$ cat config.mk
export PLATFORM = sky130hd
export DESIGN_NAME = ascii_integer_parser_flat
export DESIGN_NICKNAME = d
export VERILOG_FILES = /design/src/rtl/core/aip_pkg.sv /design/src/rtl/core/aip_char_if.sv /design/src/rtl/core/aip_result_if.sv /design/src/rtl/core/aip_datapath.sv /design/src/rtl/core/aip_ctrl.sv /design/src/rtl/core/ascii_integer_parser.sv /design/src/flat_wrapper.sv
export SDC_FILE = /design/constraint.sdc
export NUM_CORES = 2
export LEC_CHECK = 0
export BUFFER_PORTS_ARGS = -buffer_cell sky130_fd_sc_hd__buf_2
export CORE_MARGIN = 5
export CORE_UTILIZATION = 65
export DETAILED_ROUTE_END_ITERATION = 7
export GPL_TIMING_DRIVEN = 0
export PLACE_DENSITY = 0.91
export SLEW_MARGIN = 20
export SYNTH_ARGS = -nofsm -noshare
export SYNTH_HDL_FRONTEND = slang
export SYNTH_SLANG_ARGS = --single-unit
$ cat constraint.sdc
create_clock -name clk -period 10.8 [get_ports clk]
set_input_delay 0.54 -clock clk [delete_from_list [all_inputs] [get_ports clk]]
set_output_delay 0.54 -clock clk [all_outputs]
set_load 0.02 [all_outputs]
$ cat src/rtl/core/aip_pkg.sv
// Shared types, constants and decode functions of the string-to-integer parser.
`timescale 1ns / 1ps
`default_nettype none

package aip_pkg;

    localparam int WORD_BITS_DEF   = 64;
    localparam int OFFSET_BITS_DEF = 16;

    localparam int CHAR_W       = 8;
    localparam int RADIX_W      = 6;
    localparam int VALUE_W      = 64;
    localparam int OFFSET_OUT_W = 16;

    // character codes
    localparam logic [CHAR_W-1:0] CH_SP    = 8'h20;
    localparam logic [CHAR_W-1:0] CH_TAB   = 8'h09;
    localparam logic [CHAR_W-1:0] CH_CR    = 8'h0D;
    localparam logic [CHAR_W-1:0] CH_PLUS  = 8'h2B;
    localparam logic [CHAR_W-1:0] CH_MINUS = 8'h2D;
    localparam logic [CHAR_W-1:0] CH_0     = 8'h30;
    localparam logic [CHAR_W-1:0] CH_9     = 8'h39;
    localparam logic [CHAR_W-1:0] CH_UA    = 8'h41;
    localparam logic [CHAR_W-1:0] CH_UX    = 8'h58;
    localparam logic [CHAR_W-1:0] CH_UZ    = 8'h5A;
    localparam logic [CHAR_W-1:0] CH_LA    = 8'h61;
    localparam logic [CHAR_W-1:0] CH_LX    = 8'h78;
    localparam logic [CHAR_W-1:0] CH_LZ    = 8'h7A;
    localparam logic [CHAR_W-1:0] LETTER_OFS = 8'd10;

    // bases
    localparam logic [RADIX_W-1:0] RADIX_AUTO = 6'd0;
    localparam logic [RADIX_W-1:0] MIN_BASE   = 6'd2;
    localparam logic [RADIX_W-1:0] OCT_BASE   = 6'd8;
    localparam logic [RADIX_W-1:0] DEC_BASE   = 6'd10;
    localparam logic [RADIX_W-1:0] HEX_BASE   = 6'd16;
    localparam logic [RADIX_W-1:0] MAX_BASE   = 6'd36;

    // command codes, controller to datapath
    localparam logic [1:0] SGN_KEEP  = 2'd0;
    localparam logic [1:0] SGN_PLUS  = 2'd1;
    localparam logic [1:0] SGN_MINUS = 2'd2;

    localparam logic [2:0] BASE_KEEP  = 3'd0;
    localparam logic [2:0] BASE_FIRST = 3'd1;   // radix, or ten when automatic
    localparam logic [2:0] BASE_RADIX = 3'd2;   // radix as written
    localparam logic [2:0] BASE_ZERO  = 3'd3;   // octal after a bare leading zero in automatic mode, else hex
    localparam logic [2:0] BASE_HEX   = 3'd4;

    localparam logic [1:0] ACC_KEEP  = 2'd0;
    localparam logic [1:0] ACC_CLEAR = 2'd1;
    localparam logic [1:0] ACC_DIGIT = 2'd2;

    localparam logic [2:0] EMIT_NONE    = 3'd0;
    localparam logic [2:0] EMIT_ZERO    = 3'd1;
    localparam logic [2:0] EMIT_PLAIN   = 3'd2;
    localparam logic [2:0] EMIT_SAT     = 3'd3;
    localparam logic [2:0] EMIT_HEXFAIL = 3'd4;

    typedef struct packed {
        logic                ok;
        logic [RADIX_W-1:0]  val;
    } dig_t;

    typedef struct packed {
        logic       load;
        logic       step;
        logic       idx_inc;
        logic [1:0] sign_op;
        logic [2:0] base_op;
        logic [1:0] acc_op;
        logic [2:0] emit_op;
    } cmd_t;

    typedef struct packed {
        logic start;
        logic white;
        logic plus;
        logic minus;
        logic zero_ch;
        logic x_ch;
        logic radix_0_or_16;
        logic use_fc;
        logic use_zero;
        logic use_hex;
        logic use_used;
        logic over;
        logic out_stall;
    } sts_t;

    function automatic dig_t digit_of(input logic [CHAR_W-1:0] c);
        dig_t d;
        d.ok  = 1'b1;
        d.val = '0;
        if (c inside {[CH_0:CH_9]})
            d.val = RADIX_W'(c - CH_0);
        else if (c inside {[CH_UA:CH_UZ]})
            d.val = RADIX_W'(c - CH_UA + LETTER_OFS);
        else if (c inside {[CH_LA:CH_LZ]})
            d.val = RADIX_W'(c - CH_LA + LETTER_OFS);
        else
            d.ok = 1'b0;
        return d;
    endfunction

    function automatic logic usable(input dig_t d, input logic [RADIX_W-1:0] base);
        return d.ok && (base >= MIN_BASE) && (base <= MAX_BASE) && (d.val < base);
    endfunction

    function automatic logic is_white(input logic [CHAR_W-1:0] c);
        return (c == CH_SP) || (c inside {[CH_TAB:CH_CR]});
    endfunction

endpackage

`default_nettype wire

$ cat src/rtl/core/aip_char_if.sv
// Character channel: one string character per item, with a start-of-string flag.
`timescale 1ns / 1ps
`default_nettype none

interface aip_char_if;
    logic                       valid;
    logic                       ready;
    logic [aip_pkg::CHAR_W-1:0] ch;
    logic                       start_req;

    modport source (output valid, output ch, output start_req, input ready);
    modport sink   (input valid, input ch, input start_req, output ready);
endinterface

`default_nettype wire

$ cat src/rtl/core/aip_result_if.sv
// Result channel: converted value, stop offset and overflow flag per item.
`timescale 1ns / 1ps
`default_nettype none

interface aip_result_if;
    logic                             valid;
    logic                             ready;
    logic [aip_pkg::VALUE_W-1:0]      value;
    logic [aip_pkg::OFFSET_OUT_W-1:0] stop_offset;
    logic                             overflowed;

    modport source (output valid, output value, output stop_offset, output overflowed,
                    input ready);
    modport sink   (input valid, input value, input stop_offset, input overflowed,
                    output ready);
endinterface

`default_nettype wire

$ cat src/rtl/core/aip_datapath.sv
// Parser datapath: radix register, accumulator, multiply and overflow compare, result register.
`timescale 1ns / 1ps
`default_nettype none

module aip_datapath #(
    parameter int WORD_BITS   = aip_pkg::WORD_BITS_DEF,
    parameter int OFFSET_BITS = aip_pkg::OFFSET_BITS_DEF
) (
    input  wire logic                                clk,
    input  wire logic                                rst_n,
    input  wire logic                                cfg_wr_en,
    input  wire logic [aip_pkg::RADIX_W-1:0]         cfg_wr_data,
    input  wire logic [aip_pkg::CHAR_W-1:0]          ch,
    input  wire logic                                start_req,
    aip_result_if.source                             result_chan,
    input  wire aip_pkg::cmd_t                       cmd,
    output aip_pkg::sts_t                            sts
);

    localparam int PM = WORD_BITS + aip_pkg::RADIX_W;   // product width
    localparam int PS = PM + 1;                         // product plus digit

    localparam logic [1:0] SG_NONE  = 2'd0;
    localparam logic [1:0] SG_PLUS  = 2'd1;
    localparam logic [1:0] SG_MINUS = 2'd2;

    logic [aip_pkg::RADIX_W-1:0] radix_reg;

    // item held between accept and evaluation
    logic [aip_pkg::CHAR_W-1:0]  ch_reg;
    logic                        start_reg;
    logic [PM-1:0]               prod_reg;

    logic [1:0]                  sign_reg, sign_next;
    logic [WORD_BITS-1:0]        acc_reg, acc_next;
    logic [aip_pkg::RADIX_W-1:0] base_reg, base_next;
    logic [OFFSET_BITS-1:0]      idx_reg, idx_next;

    logic                           out_valid_reg, out_valid_next;
    logic [aip_pkg::VALUE_W-1:0]    value_reg;
    logic [aip_pkg::OFFSET_OUT_W-1:0] off_reg;
    logic                           ovf_reg;

    aip_pkg::dig_t               dig;
    logic [1:0]                  sign_eff;
    logic [WORD_BITS-1:0]        acc_eff;
    logic [aip_pkg::RADIX_W-1:0] base_eff;
    logic [OFFSET_BITS-1:0]      idx_eff;
    logic [aip_pkg::RADIX_W-1:0] fc_base;
    logic [aip_pkg::RADIX_W-1:0] zero_base;
    logic [WORD_BITS-1:0]        lim;
    logic [PS-1:0]               sum;
    logic [WORD_BITS-1:0]        mul_a;
    logic                        emitting;
    logic [WORD_BITS-1:0]        emit_w;
    logic [OFFSET_BITS-1:0]      emit_off;
    logic [aip_pkg::VALUE_W-1:0] value_ext;
    logic [OFFSET_BITS+aip_pkg::OFFSET_OUT_W-1:0] off_wide;

    // a start item sees the state as freshly cleared
    assign sign_eff = start_reg ? SG_NONE : sign_reg;
    assign acc_eff  = start_reg ? '0 : acc_reg;
    assign base_eff = start_reg ? '0 : base_reg;
    assign idx_eff  = start_reg ? '0 : idx_reg;

    assign dig       = aip_pkg::digit_of(ch_reg);
    assign fc_base   = (radix_reg == aip_pkg::RADIX_AUTO) ? aip_pkg::DEC_BASE : radix_reg;
    assign zero_base = (base_eff == aip_pkg::RADIX_AUTO) ? aip_pkg::OCT_BASE
                                                         : aip_pkg::HEX_BASE;

    always_comb
    begin
        lim = '1;
        case (sign_eff)
            SG_PLUS:
            begin
                lim[WORD_BITS-1] = 1'b0;
            end
            SG_MINUS:
            begin
                lim = '0;
                lim[WORD_BITS-1] = 1'b1;
            end
            default:
            begin
                lim = '1;
            end
        endcase
    end

    // accum * base + digit > lim, taken at full width, covers both overflow tests
    assign sum = PS'(prod_reg) + PS'(dig.val);

    assign sts.start         = start_reg;
    assign sts.white         = aip_pkg::is_white(ch_reg);
    assign sts.plus          = (ch_reg == aip_pkg::CH_PLUS);
    assign sts.minus         = (ch_reg == aip_pkg::CH_MINUS);
    assign sts.zero_ch       = (ch_reg == aip_pkg::CH_0);
    assign sts.x_ch          = (ch_reg == aip_pkg::CH_UX) || (ch_reg == aip_pkg::CH_LX);
    assign sts.radix_0_or_16 = (radix_reg == aip_pkg::RADIX_AUTO) ||
                               (radix_reg == aip_pkg::HEX_BASE);
    assign sts.use_fc        = aip_pkg::usable(dig, fc_base);
    assign sts.use_zero      = aip_pkg::usable(dig, zero_base);
    assign sts.use_hex       = aip_pkg::usable(dig, aip_pkg::HEX_BASE);
    assign sts.use_used      = aip_pkg::usable(dig, base_eff);
    assign sts.over          = (sum > PS'(lim));
    assign sts.out_stall     = out_valid_reg && !result_chan.ready;

    assign mul_a = start_req ? '0 : acc_reg;

    always_comb
    begin
        sign_next = sign_reg;
        acc_next  = acc_reg;
        base_next = base_reg;
        idx_next  = idx_reg;
        if (cmd.step)
        begin
            case (cmd.sign_op)
                aip_pkg::SGN_PLUS:  sign_next = SG_PLUS;
                aip_pkg::SGN_MINUS: sign_next = SG_MINUS;
                default:            sign_next = sign_eff;
            endcase
            case (cmd.base_op)
                aip_pkg::BASE_FIRST: base_next = fc_base;
                aip_pkg::BASE_RADIX: base_next = radix_reg;
                aip_pkg::BASE_ZERO:  base_next = zero_base;
                aip_pkg::BASE_HEX:   base_next = aip_pkg::HEX_BASE;
                default:             base_next = base_eff;
            endcase
            case (cmd.acc_op)
                aip_pkg::ACC_CLEAR: acc_next = '0;
                aip_pkg::ACC_DIGIT: acc_next = sum[WORD_BITS-1:0];
                default:            acc_next = acc_eff;
            endcase
            if (cmd.idx_inc)
            begin
                idx_next = (idx_eff == {OFFSET_BITS{1'b1}}) ? idx_eff
                                                             : idx_eff + OFFSET_BITS'(1);
            end
            else
            begin
                idx_next = idx_eff;
            end
        end
    end

    always_comb
    begin
        emit_w   = '0;
        emit_off = idx_eff;
        case (cmd.emit_op)
            aip_pkg::EMIT_ZERO:
            begin
                emit_off = '0;
            end
            aip_pkg::EMIT_PLAIN:
            begin
                emit_w = (sign_eff == SG_MINUS) ? ('0 - acc_eff) : acc_eff;
            end
            aip_pkg::EMIT_SAT:
            begin
                emit_w = (sign_eff == SG_MINUS) ? ('0 - lim) : lim;
            end
            aip_pkg::EMIT_HEXFAIL:
            begin
                emit_off = idx_eff - OFFSET_BITS'(1);   // points back at the 'x'
            end
            default:
            begin
                emit_w = '0;
            end
        endcase
        value_ext = {aip_pkg::VALUE_W{emit_w[WORD_BITS-1]}};
        value_ext[WORD_BITS-1:0] = emit_w;
        off_wide = {{aip_pkg::OFFSET_OUT_W{1'b0}}, emit_off};
    end

    assign emitting = cmd.step && (cmd.emit_op != aip_pkg::EMIT_NONE);

    always_comb
    begin
        out_valid_next = out_valid_reg;
        if (emitting)
            out_valid_next = 1'b1;
        else if (out_valid_reg && result_chan.ready)
            out_valid_next = 1'b0;
    end

    always_ff @(posedge clk or negedge rst_n)
    begin
        if (!rst_n)
        begin
            radix_reg     <= aip_pkg::RADIX_AUTO;
            sign_reg      <= SG_NONE;
            acc_reg       <= '0;
            base_reg      <= '0;
            idx_reg       <= '0;
            out_valid_reg <= 1'b0;
        end
        else
        begin
            if (cfg_wr_en)
                radix_reg <= cfg_wr_data;
            sign_reg      <= sign_next;
            acc_reg       <= acc_next;
            base_reg      <= base_next;
            idx_reg       <= idx_next;
            out_valid_reg <= out_valid_next;
        end
    end

    always_ff @(posedge clk)
    begin
        if (cmd.load)
        begin
            ch_reg    <= ch;
            start_reg <= start_req;
            prod_reg  <= PM'(mul_a) * PM'(base_reg);
        end
        if (emitting)
        begin
            value_reg <= value_ext;
            off_reg   <= off_wide[aip_pkg::OFFSET_OUT_W-1:0];
            ovf_reg   <= (cmd.emit_op == aip_pkg::EMIT_SAT);
        end
    end

    assign result_chan.valid       = out_valid_reg;
    assign result_chan.value       = value_reg;
    assign result_chan.stop_offset = off_reg;
    assign result_chan.overflowed  = ovf_reg;

endmodule

`default_nettype wire

$ cat src/rtl/core/aip_ctrl.sv
// Parser controller: parse phase state machine and item sequencing.
`timescale 1ns / 1ps
`default_nettype none

module aip_ctrl (
    input  wire logic           clk,
    input  wire logic           rst_n,
    input  wire logic           in_valid,
    output logic                in_ready,
    input  wire aip_pkg::sts_t  sts,
    output aip_pkg::cmd_t       cmd
);

    localparam logic [2:0] PH_DONE   = 3'd0;
    localparam logic [2:0] PH_LEAD   = 3'd1;
    localparam logic [2:0] PH_FIRST  = 3'd2;
    localparam logic [2:0] PH_ZERO   = 3'd3;
    localparam logic [2:0] PH_HEX1   = 3'd4;
    localparam logic [2:0] PH_DIGITS = 3'd5;

    logic [2:0] phase_reg, phase_next;
    logic       busy_reg, busy_next;

    logic [2:0]    ep;
    logic [2:0]    phase_dec;
    aip_pkg::cmd_t dec;
    logic          go_first;
    logic          go_take;
    logic          accept;
    logic          advance;

    assign in_ready = !busy_reg;
    assign accept   = in_valid && !busy_reg;

    always_comb
    begin
        dec          = '0;
        dec.idx_inc  = 1'b1;
        dec.sign_op  = aip_pkg::SGN_KEEP;
        dec.base_op  = aip_pkg::BASE_KEEP;
        dec.acc_op   = aip_pkg::ACC_KEEP;
        dec.emit_op  = aip_pkg::EMIT_NONE;
        go_first     = 1'b0;
        go_take      = 1'b0;
        ep           = sts.start ? PH_LEAD : phase_reg;
        phase_dec    = ep;

        case (ep)
            PH_LEAD:
            begin
                if (sts.white)
                begin
                    phase_dec = PH_LEAD;
                end
                else if (sts.plus)
                begin
                    dec.sign_op = aip_pkg::SGN_PLUS;
                    phase_dec   = PH_FIRST;
                end
                else if (sts.minus)
                begin
                    dec.sign_op = aip_pkg::SGN_MINUS;
                    phase_dec   = PH_FIRST;
                end
                else
                begin
                    go_first = 1'b1;
                end
            end
            PH_FIRST:
            begin
                go_first = 1'b1;
            end
            PH_ZERO:
            begin
                if (sts.x_ch)
                begin
                    dec.base_op = aip_pkg::BASE_HEX;
                    phase_dec   = PH_HEX1;
                end
                else
                begin
                    dec.base_op = aip_pkg::BASE_ZERO;
                    phase_dec   = PH_DIGITS;
                    if (!sts.use_zero)
                        dec.emit_op = aip_pkg::EMIT_PLAIN;
                    else
                        go_take = 1'b1;
                end
            end
            PH_HEX1:
            begin
                if (!sts.use_hex)
                begin
                    dec.acc_op  = aip_pkg::ACC_CLEAR;
                    dec.emit_op = aip_pkg::EMIT_HEXFAIL;
                end
                else
                begin
                    go_take = 1'b1;
                end
            end
            PH_DIGITS:
            begin
                if (!sts.use_used)
                    dec.emit_op = aip_pkg::EMIT_PLAIN;
                else
                    go_take = 1'b1;
            end
            default:
            begin
                // no string open: the item is dropped and the index stays
                dec.idx_inc = 1'b0;
                phase_dec   = PH_DONE;
            end
        endcase

        if (go_first)
        begin
            if (sts.zero_ch && sts.radix_0_or_16)
            begin
                dec.acc_op  = aip_pkg::ACC_CLEAR;
                dec.base_op = aip_pkg::BASE_RADIX;
                phase_dec   = PH_ZERO;
            end
            else
            begin
                dec.base_op = aip_pkg::BASE_FIRST;
                if (!sts.use_fc)
                    dec.emit_op = aip_pkg::EMIT_ZERO;
                else
                    go_take = 1'b1;
            end
        end

        if (go_take)
        begin
            if (sts.over)
            begin
                dec.emit_op = aip_pkg::EMIT_SAT;
            end
            else
            begin
                dec.acc_op = aip_pkg::ACC_DIGIT;
                phase_dec  = PH_DIGITS;
            end
        end

        if (dec.emit_op != aip_pkg::EMIT_NONE)
            phase_dec = PH_DONE;
    end

    // an item that produces a result waits while the result register is still full
    assign advance = busy_reg && !((dec.emit_op != aip_pkg::EMIT_NONE) && sts.out_stall);

    always_comb
    begin
        cmd      = dec;
        cmd.load = accept;
        cmd.step = advance;
    end

    always_comb
    begin
        phase_next = advance ? phase_dec : phase_reg;
        if (accept)
            busy_next = 1'b1;
        else if (advance)
            busy_next = 1'b0;
        else
            busy_next = busy_reg;
    end

    always_ff @(posedge clk or negedge rst_n)
    begin
        if (!rst_n)
        begin
            phase_reg <= PH_DONE;
            busy_reg  <= 1'b0;
        end
        else
        begin
            phase_reg <= phase_next;
            busy_reg  <= busy_next;
        end
    end

endmodule

`default_nettype wire

$ cat src/rtl/core/ascii_integer_parser.sv
// Top level of the streaming ASCII string-to-integer parser.
//
// char_chan carries one character per item; start_req marks the first
// character of a string. Leading white space and one sign are skipped, the
// base comes from the radix register (0 = detect from a 0x or 0 prefix), and
// digits are accumulated until the first non-digit or an overflow. That item
// produces one result on result_chan: value (sign-extended to 64 bits,
// saturated on overflow), stop_offset and overflowed. Characters after a
// result are dropped until the next start_req.
// The accept edge computes accum * base; the evaluation edge then does the
// add-and-compare against the sign's limit, updates the phase and loads the
// result register. A new character is taken only after the last one has
// been evaluated.
// A full result register only holds up an item that itself produces a
// result; other characters keep flowing while the receiver stalls.
// Reset clears the phase to waiting-for-start and radix to 0. Write radix
// only while no string is being parsed.
`timescale 1ns / 1ps
`default_nettype none

module ascii_integer_parser #(
    parameter int WORD_BITS   = aip_pkg::WORD_BITS_DEF,
    parameter int OFFSET_BITS = aip_pkg::OFFSET_BITS_DEF
) (
    input  wire logic                        clk,
    input  wire logic                        rst_n,
    input  wire logic                        cfg_wr_en,
    input  wire logic [aip_pkg::RADIX_W-1:0] cfg_wr_data,
    aip_char_if.sink                         char_chan,
    aip_result_if.source                     result_chan
);

    aip_pkg::cmd_t cmd;
    aip_pkg::sts_t sts;
    logic          ctl_ready;

    aip_ctrl u_ctrl (
        .clk      (clk),
        .rst_n    (rst_n),
        .in_valid (char_chan.valid),
        .in_ready (ctl_ready),
        .sts      (sts),
        .cmd      (cmd)
    );

    aip_datapath #(
        .WORD_BITS   (WORD_BITS),
        .OFFSET_BITS (OFFSET_BITS)
    ) u_datapath (
        .clk         (clk),
        .rst_n       (rst_n),
        .cfg_wr_en   (cfg_wr_en),
        .cfg_wr_data (cfg_wr_data),
        .ch          (char_chan.ch),
        .start_req   (char_chan.start_req),
        .result_chan (result_chan),
        .cmd         (cmd),
        .sts         (sts)
    );

    assign char_chan.ready = ctl_ready;

endmodule

`default_nettype wire

$ cat src/flat_wrapper.sv
// flat-port wrapper written by rule: the top's interface ports become plain ports
module ascii_integer_parser_flat 
#(
    parameter int WORD_BITS   = aip_pkg::WORD_BITS_DEF,
    parameter int OFFSET_BITS = aip_pkg::OFFSET_BITS_DEF
)
  (clk, rst_n, cfg_wr_en, cfg_wr_data, char_chan_valid, char_chan_ch, char_chan_start_req, char_chan_ready, result_chan_valid, result_chan_value, result_chan_stop_offset, result_chan_overflowed, result_chan_ready);
  aip_char_if char_chan_i ();
  aip_result_if result_chan_i ();
  input  wire logic clk;
  input  wire logic rst_n;
  input  wire logic cfg_wr_en;
  input  wire logic [aip_pkg::RADIX_W-1:0] cfg_wr_data;
  input wire logic [$bits(char_chan_i.valid)-1:0] char_chan_valid;
  input wire logic [$bits(char_chan_i.ch)-1:0] char_chan_ch;
  input wire logic [$bits(char_chan_i.start_req)-1:0] char_chan_start_req;
  output wire logic [$bits(char_chan_i.ready)-1:0] char_chan_ready;
  output wire logic [$bits(result_chan_i.valid)-1:0] result_chan_valid;
  output wire logic [$bits(result_chan_i.value)-1:0] result_chan_value;
  output wire logic [$bits(result_chan_i.stop_offset)-1:0] result_chan_stop_offset;
  output wire logic [$bits(result_chan_i.overflowed)-1:0] result_chan_overflowed;
  input wire logic [$bits(result_chan_i.ready)-1:0] result_chan_ready;
  assign char_chan_i.valid = char_chan_valid;
  assign char_chan_i.ch = char_chan_ch;
  assign char_chan_i.start_req = char_chan_start_req;
  assign char_chan_ready = char_chan_i.ready;
  assign result_chan_valid = result_chan_i.valid;
  assign result_chan_value = result_chan_i.value;
  assign result_chan_stop_offset = result_chan_i.stop_offset;
  assign result_chan_overflowed = result_chan_i.overflowed;
  assign result_chan_i.ready = result_chan_ready;
  ascii_integer_parser #(.WORD_BITS(WORD_BITS), .OFFSET_BITS(OFFSET_BITS)) u_core (.clk(clk), .rst_n(rst_n), .cfg_wr_en(cfg_wr_en), .cfg_wr_data(cfg_wr_data), .char_chan(char_chan_i), .result_chan(result_chan_i));
endmodule
==> flow_summary_export.csv <==
group,metric,value,unit
outcome,status,"finished, final reports clean",
synthesis,synth.most_common_cell,"nand2_1",
floorplan,rows,75,
global_routing,grt.total_usage,37.13,%
floorplan,dieArea,46360,µm²
power_and_ir_drop,ir_worst_vdd,0.1282,mV
clock_network,clock_latency,0.60,ns
synthesis,postSynthAreaPerCell,8.828,µm²
global_routing,overflow,0,
clock_network,clk_path_buf_depth,3,
floorplan,floorplan.initialDensity,65.47,%
global_routing,antenna_found_initial,1,
clock_network,cts_tree,"yes",
sta,slew_violations,0,
synthesis,synth_fp_nets,3548,
clock_network,clkTransAtPathRegs,0.06,ns
synthesis,yosys-top-cells-area,"fa_1 (18%), edfxtp_1 (18%), dfrtp_1 (9.0%), ha_1 (7.9%), nand2_1 (7.2%)",
synthesis,yosysWarnings,0,
sta,fin_crit_sh,94.05,%
route,routed.top_layer,"met4",
clock_network,cts_sinks,259,
min_path,min_path_cells,1,
setup_path,r2r_slack,0.64,ns
floorplan,die_w,215.3,µm
synthesis,synthArstFlopShare,38.22,%
sta,setup_viol,0,
min_path,hp-class,"in2reg",
clock_network,post_cts_buffers,0,
layout,syn2layout_area_growth,9.160,%
sta,slew_headroom,21.06,%
global_routing,grt_max_degree,57,
route,wl_met2,38900,µm
min_path,hold_end,"u_core.u_datapath.ch_reg[0]$_DFFE_PP_",
synthesis,ys_seq_area_share,26.58,%
placed_design,hpwl,67990,µm
placed_design,placed_cells,3753,
setup_path,worstRegToRegCells,34,
setup_path,max_stage_delay,1.05,ns
floorplan,coreArea,41850,µm²
route,via_count,24927,
layout,final_util,71.47,%
setup_path,reg2reg_to,"u_core.u_datapath.acc_reg[6]$_DFFE_PN0P_",
power_and_ir_drop,leakagePower,13.99,nW
setup_path,crit_type,"reg2reg",
route,totalWireLength,87010,µm
route,wl_met1,31120,µm
sta,clock_skew,0.02239,ns
layout,final_cells,3811,
synthesis,yosys_register_bits,259,
route,wire_per_inst,22.83,µm
setup_path,required,11.32,ns
synthesis,synth_edf_count,160,
route,met3WireLength,10830,µm
setup_path,r2r_start,"u_core.u_datapath.ch_reg[0]$_DFFE_PP_",
route,antenna_left,0,
synthesis,ys_types,92,
setup_path,cp-end-kind,"register",
synthesis,syn-instance-count,3104,
power_and_ir_drop,p_per_area,130.6,nW/µm²
route,drc,0,
floorplan,io_pins,103,
synthesis,synth_top_area_cell,"fa_1",
global_routing,grt_pass1_vias,24921,
sta,post-route-min-period,10.16,ns
sta,rsz0062_at_grt,"false",
clock_network,cts_buffers,30,
route,first_pass_iters,8,
synthesis,ys_top_cells_by_count,"nand2_1 (529), inv_1 (318), fa_1 (250)",
sta,worstMarginPinSlew,1.179,ns
synthesis,synth_top_area_share,18.26,%
layout,fill_cells,3099,
min_path,holdCritStartpoint,"char_chan_ch[0]",
clock_network,htree_levels,1,
floorplan,fp.dieH,215.3,µm
route,viasPerCell,6.541,
placed_design,io_buffer_count,101,
layout,nets,3691,
layout,drive_above_1_share,7.001,%
clock_network,root_buffer,"clkbuf_16",
layout,largest_register_ff_count,70,
setup_path,arrival,10.68,ns
synthesis,synth_flop_cell,"edfxtp_1",
route,drtIter0Drc,3468,
sta,fmax,0.09845,GHz
job,drv_cap,0,
setup_path,cp_max_fo,10,
setup_path,start_kind,"register",
sta,timing.hold.ws,0.1278,ns
setup_path,cpMaxStageDelayCell,"nor4b_4",
placed_design,finalWeightedCongestion,1.004,
global_routing,grt_pass1_wl,137100,µm
sta,hold_viol,0,
synthesis,syn-cell-area,27400,µm²
[report_power, final]
group          internal, mW  total, mW  leakage (nW)  switching (mW)
combinational         0.366       1.33          10.6           0.960
sequential             1.31       1.45          2.88           0.136
clock                 0.668       1.13         0.525           0.466
[cells in the final DEF, fill, tap and decap left out, types with 39 or more instances in the layout]
| cell | netlist | layout |
|---|---|---|
| nand4_1 | 48 | 48 |
| dfrtp_1 | 99 | 99 |
| o21ai_0 | 180 | 180 |
| clkbuf_1 | 164 | 163 |
| nand2_1 | 529 | 529 |
| edfxtp_1 | 160 | 160 |
| xnor2_1 | 114 | 114 |
| a22o_1 | 68 | 68 |
| inv_1 | 318 | 318 |
| nand3_1 | 57 | 57 |
| xor2_1 | 72 | 72 |
| a21oi_1 | 143 | 143 |
| a21o_1 | 58 | 58 |
| buf_2 | 4 | 104 |
| fa_1 | 250 | 250 |
| and2_1 | 39 | 39 |
| nor3_1 | 53 | 52 |
| ha_1 | 174 | 174 |
| nor2_1 | 161 | 155 |
[routing by layer]
metal	up-vias	GRT usage, %
met5	-	0
met4	0	21.08
met3	365	9.161
met2	1734	58.04
met1	11975	47.57
li1	10853	-
[layout make-up]
cell class                 count  area [µm²]  share of cell area, %
clock buffer                  31       775.7                  2.593
antenna                        1       2.502               0.008366
buffer                       194       815.8                  2.727
sequential                   259        7282                  24.35
timing repair buffer         111       706.9                  2.363
inverter                     319        1197                  4.003
clock inverter                25       304.0                  1.016
multi-input combinational   2332       18150                  60.69
tap                          539       674.4                  2.255
[repair_timing]
| item | 4_1_cts | 5_1_grt |
|---|---|---|
| hold buffers | 1 | 0 |
| resized for setup | 0 | 0 |
| endpoints found under the setup margin | 0 | 0 |
| endpoints found under the hold margin | 51 | 0 |
[how the worst max path moves through the flow]
stage / start / endpoint / slack [ns] / cells after the start
after global placement: u_core.u_datapath.ch_reg[0]$_DFFE_PP_ / u_core.u_datapath.result_chan.value[39]$_DFFE_PP_ / -2.14 / 31
after CTS: u_core.u_datapath.ch_reg[0]$_DFFE_PP_ / u_core.u_datapath.acc_reg[6]$_DFFE_PN0P_ / 0.94 / 34
after floorplan: u_core.u_datapath.ch_reg[0]$_DFFE_PP_ / u_core.u_datapath.result_chan.overflowed$_DFFE_PP_ / 0.94 / 33
after global routing: u_core.u_datapath.ch_reg[0]$_DFFE_PP_ / u_core.u_datapath.acc_reg[6]$_DFFE_PN0P_ / 0.26 / 34
after detailed placement: u_core.u_datapath.ch_reg[0]$_DFFE_PP_ / u_core.u_datapath.acc_reg[62]$_DFFE_PN0P_ / 0.99 / 34
final: u_core.u_datapath.ch_reg[0]$_DFFE_PP_ / u_core.u_datapath.acc_reg[6]$_DFFE_PN0P_ / 0.64 / 34
[stage by stage]
stage,power [mW],worst slack (ns),TNS (ns),cell area [µm²]
2_1_floorplan,2.223,0.9366,0,27400
3_3_place_gp,2.682,-2.138,-172.12,28580
3_5_place_dp,2.736,0.9882,0,28810
4_1_cts,3.855,0.9387,0,29900
5_1_grt,4.031,0.2602,0,29910
6_report,3.907,0.6428,0,29910
[worst max-delay path: cells and delay by family, from the launching register on]
kind / cells / cell delay, ns
AND/OR/NAND/NOR: 12 / 3.78
XOR/XNOR: 1 / 0.37
adder cells (fa/ha/maj): 4 / 1.29
buffers and inverters: 4 / 0.78
AO/OA/AOI/OAI: 13 / 3.42
flip-flops: 1 / 0.42
[logic make-up (layout without fill, tap and decap cells)]
group,after synthesis,count (layout),synth area share [%]
flops,259,259,26.58
compound gates,656,656,15.73
buf+inv,513,680,7.333
xor+xnor,186,186,5.945
other cells,0,1,0
simple gates,1053,1053,17.70
fa+ha+maj,424,424,26.21
mux,13,13,0.5068
No activity file was read; power rests on OpenSTA's default activity.
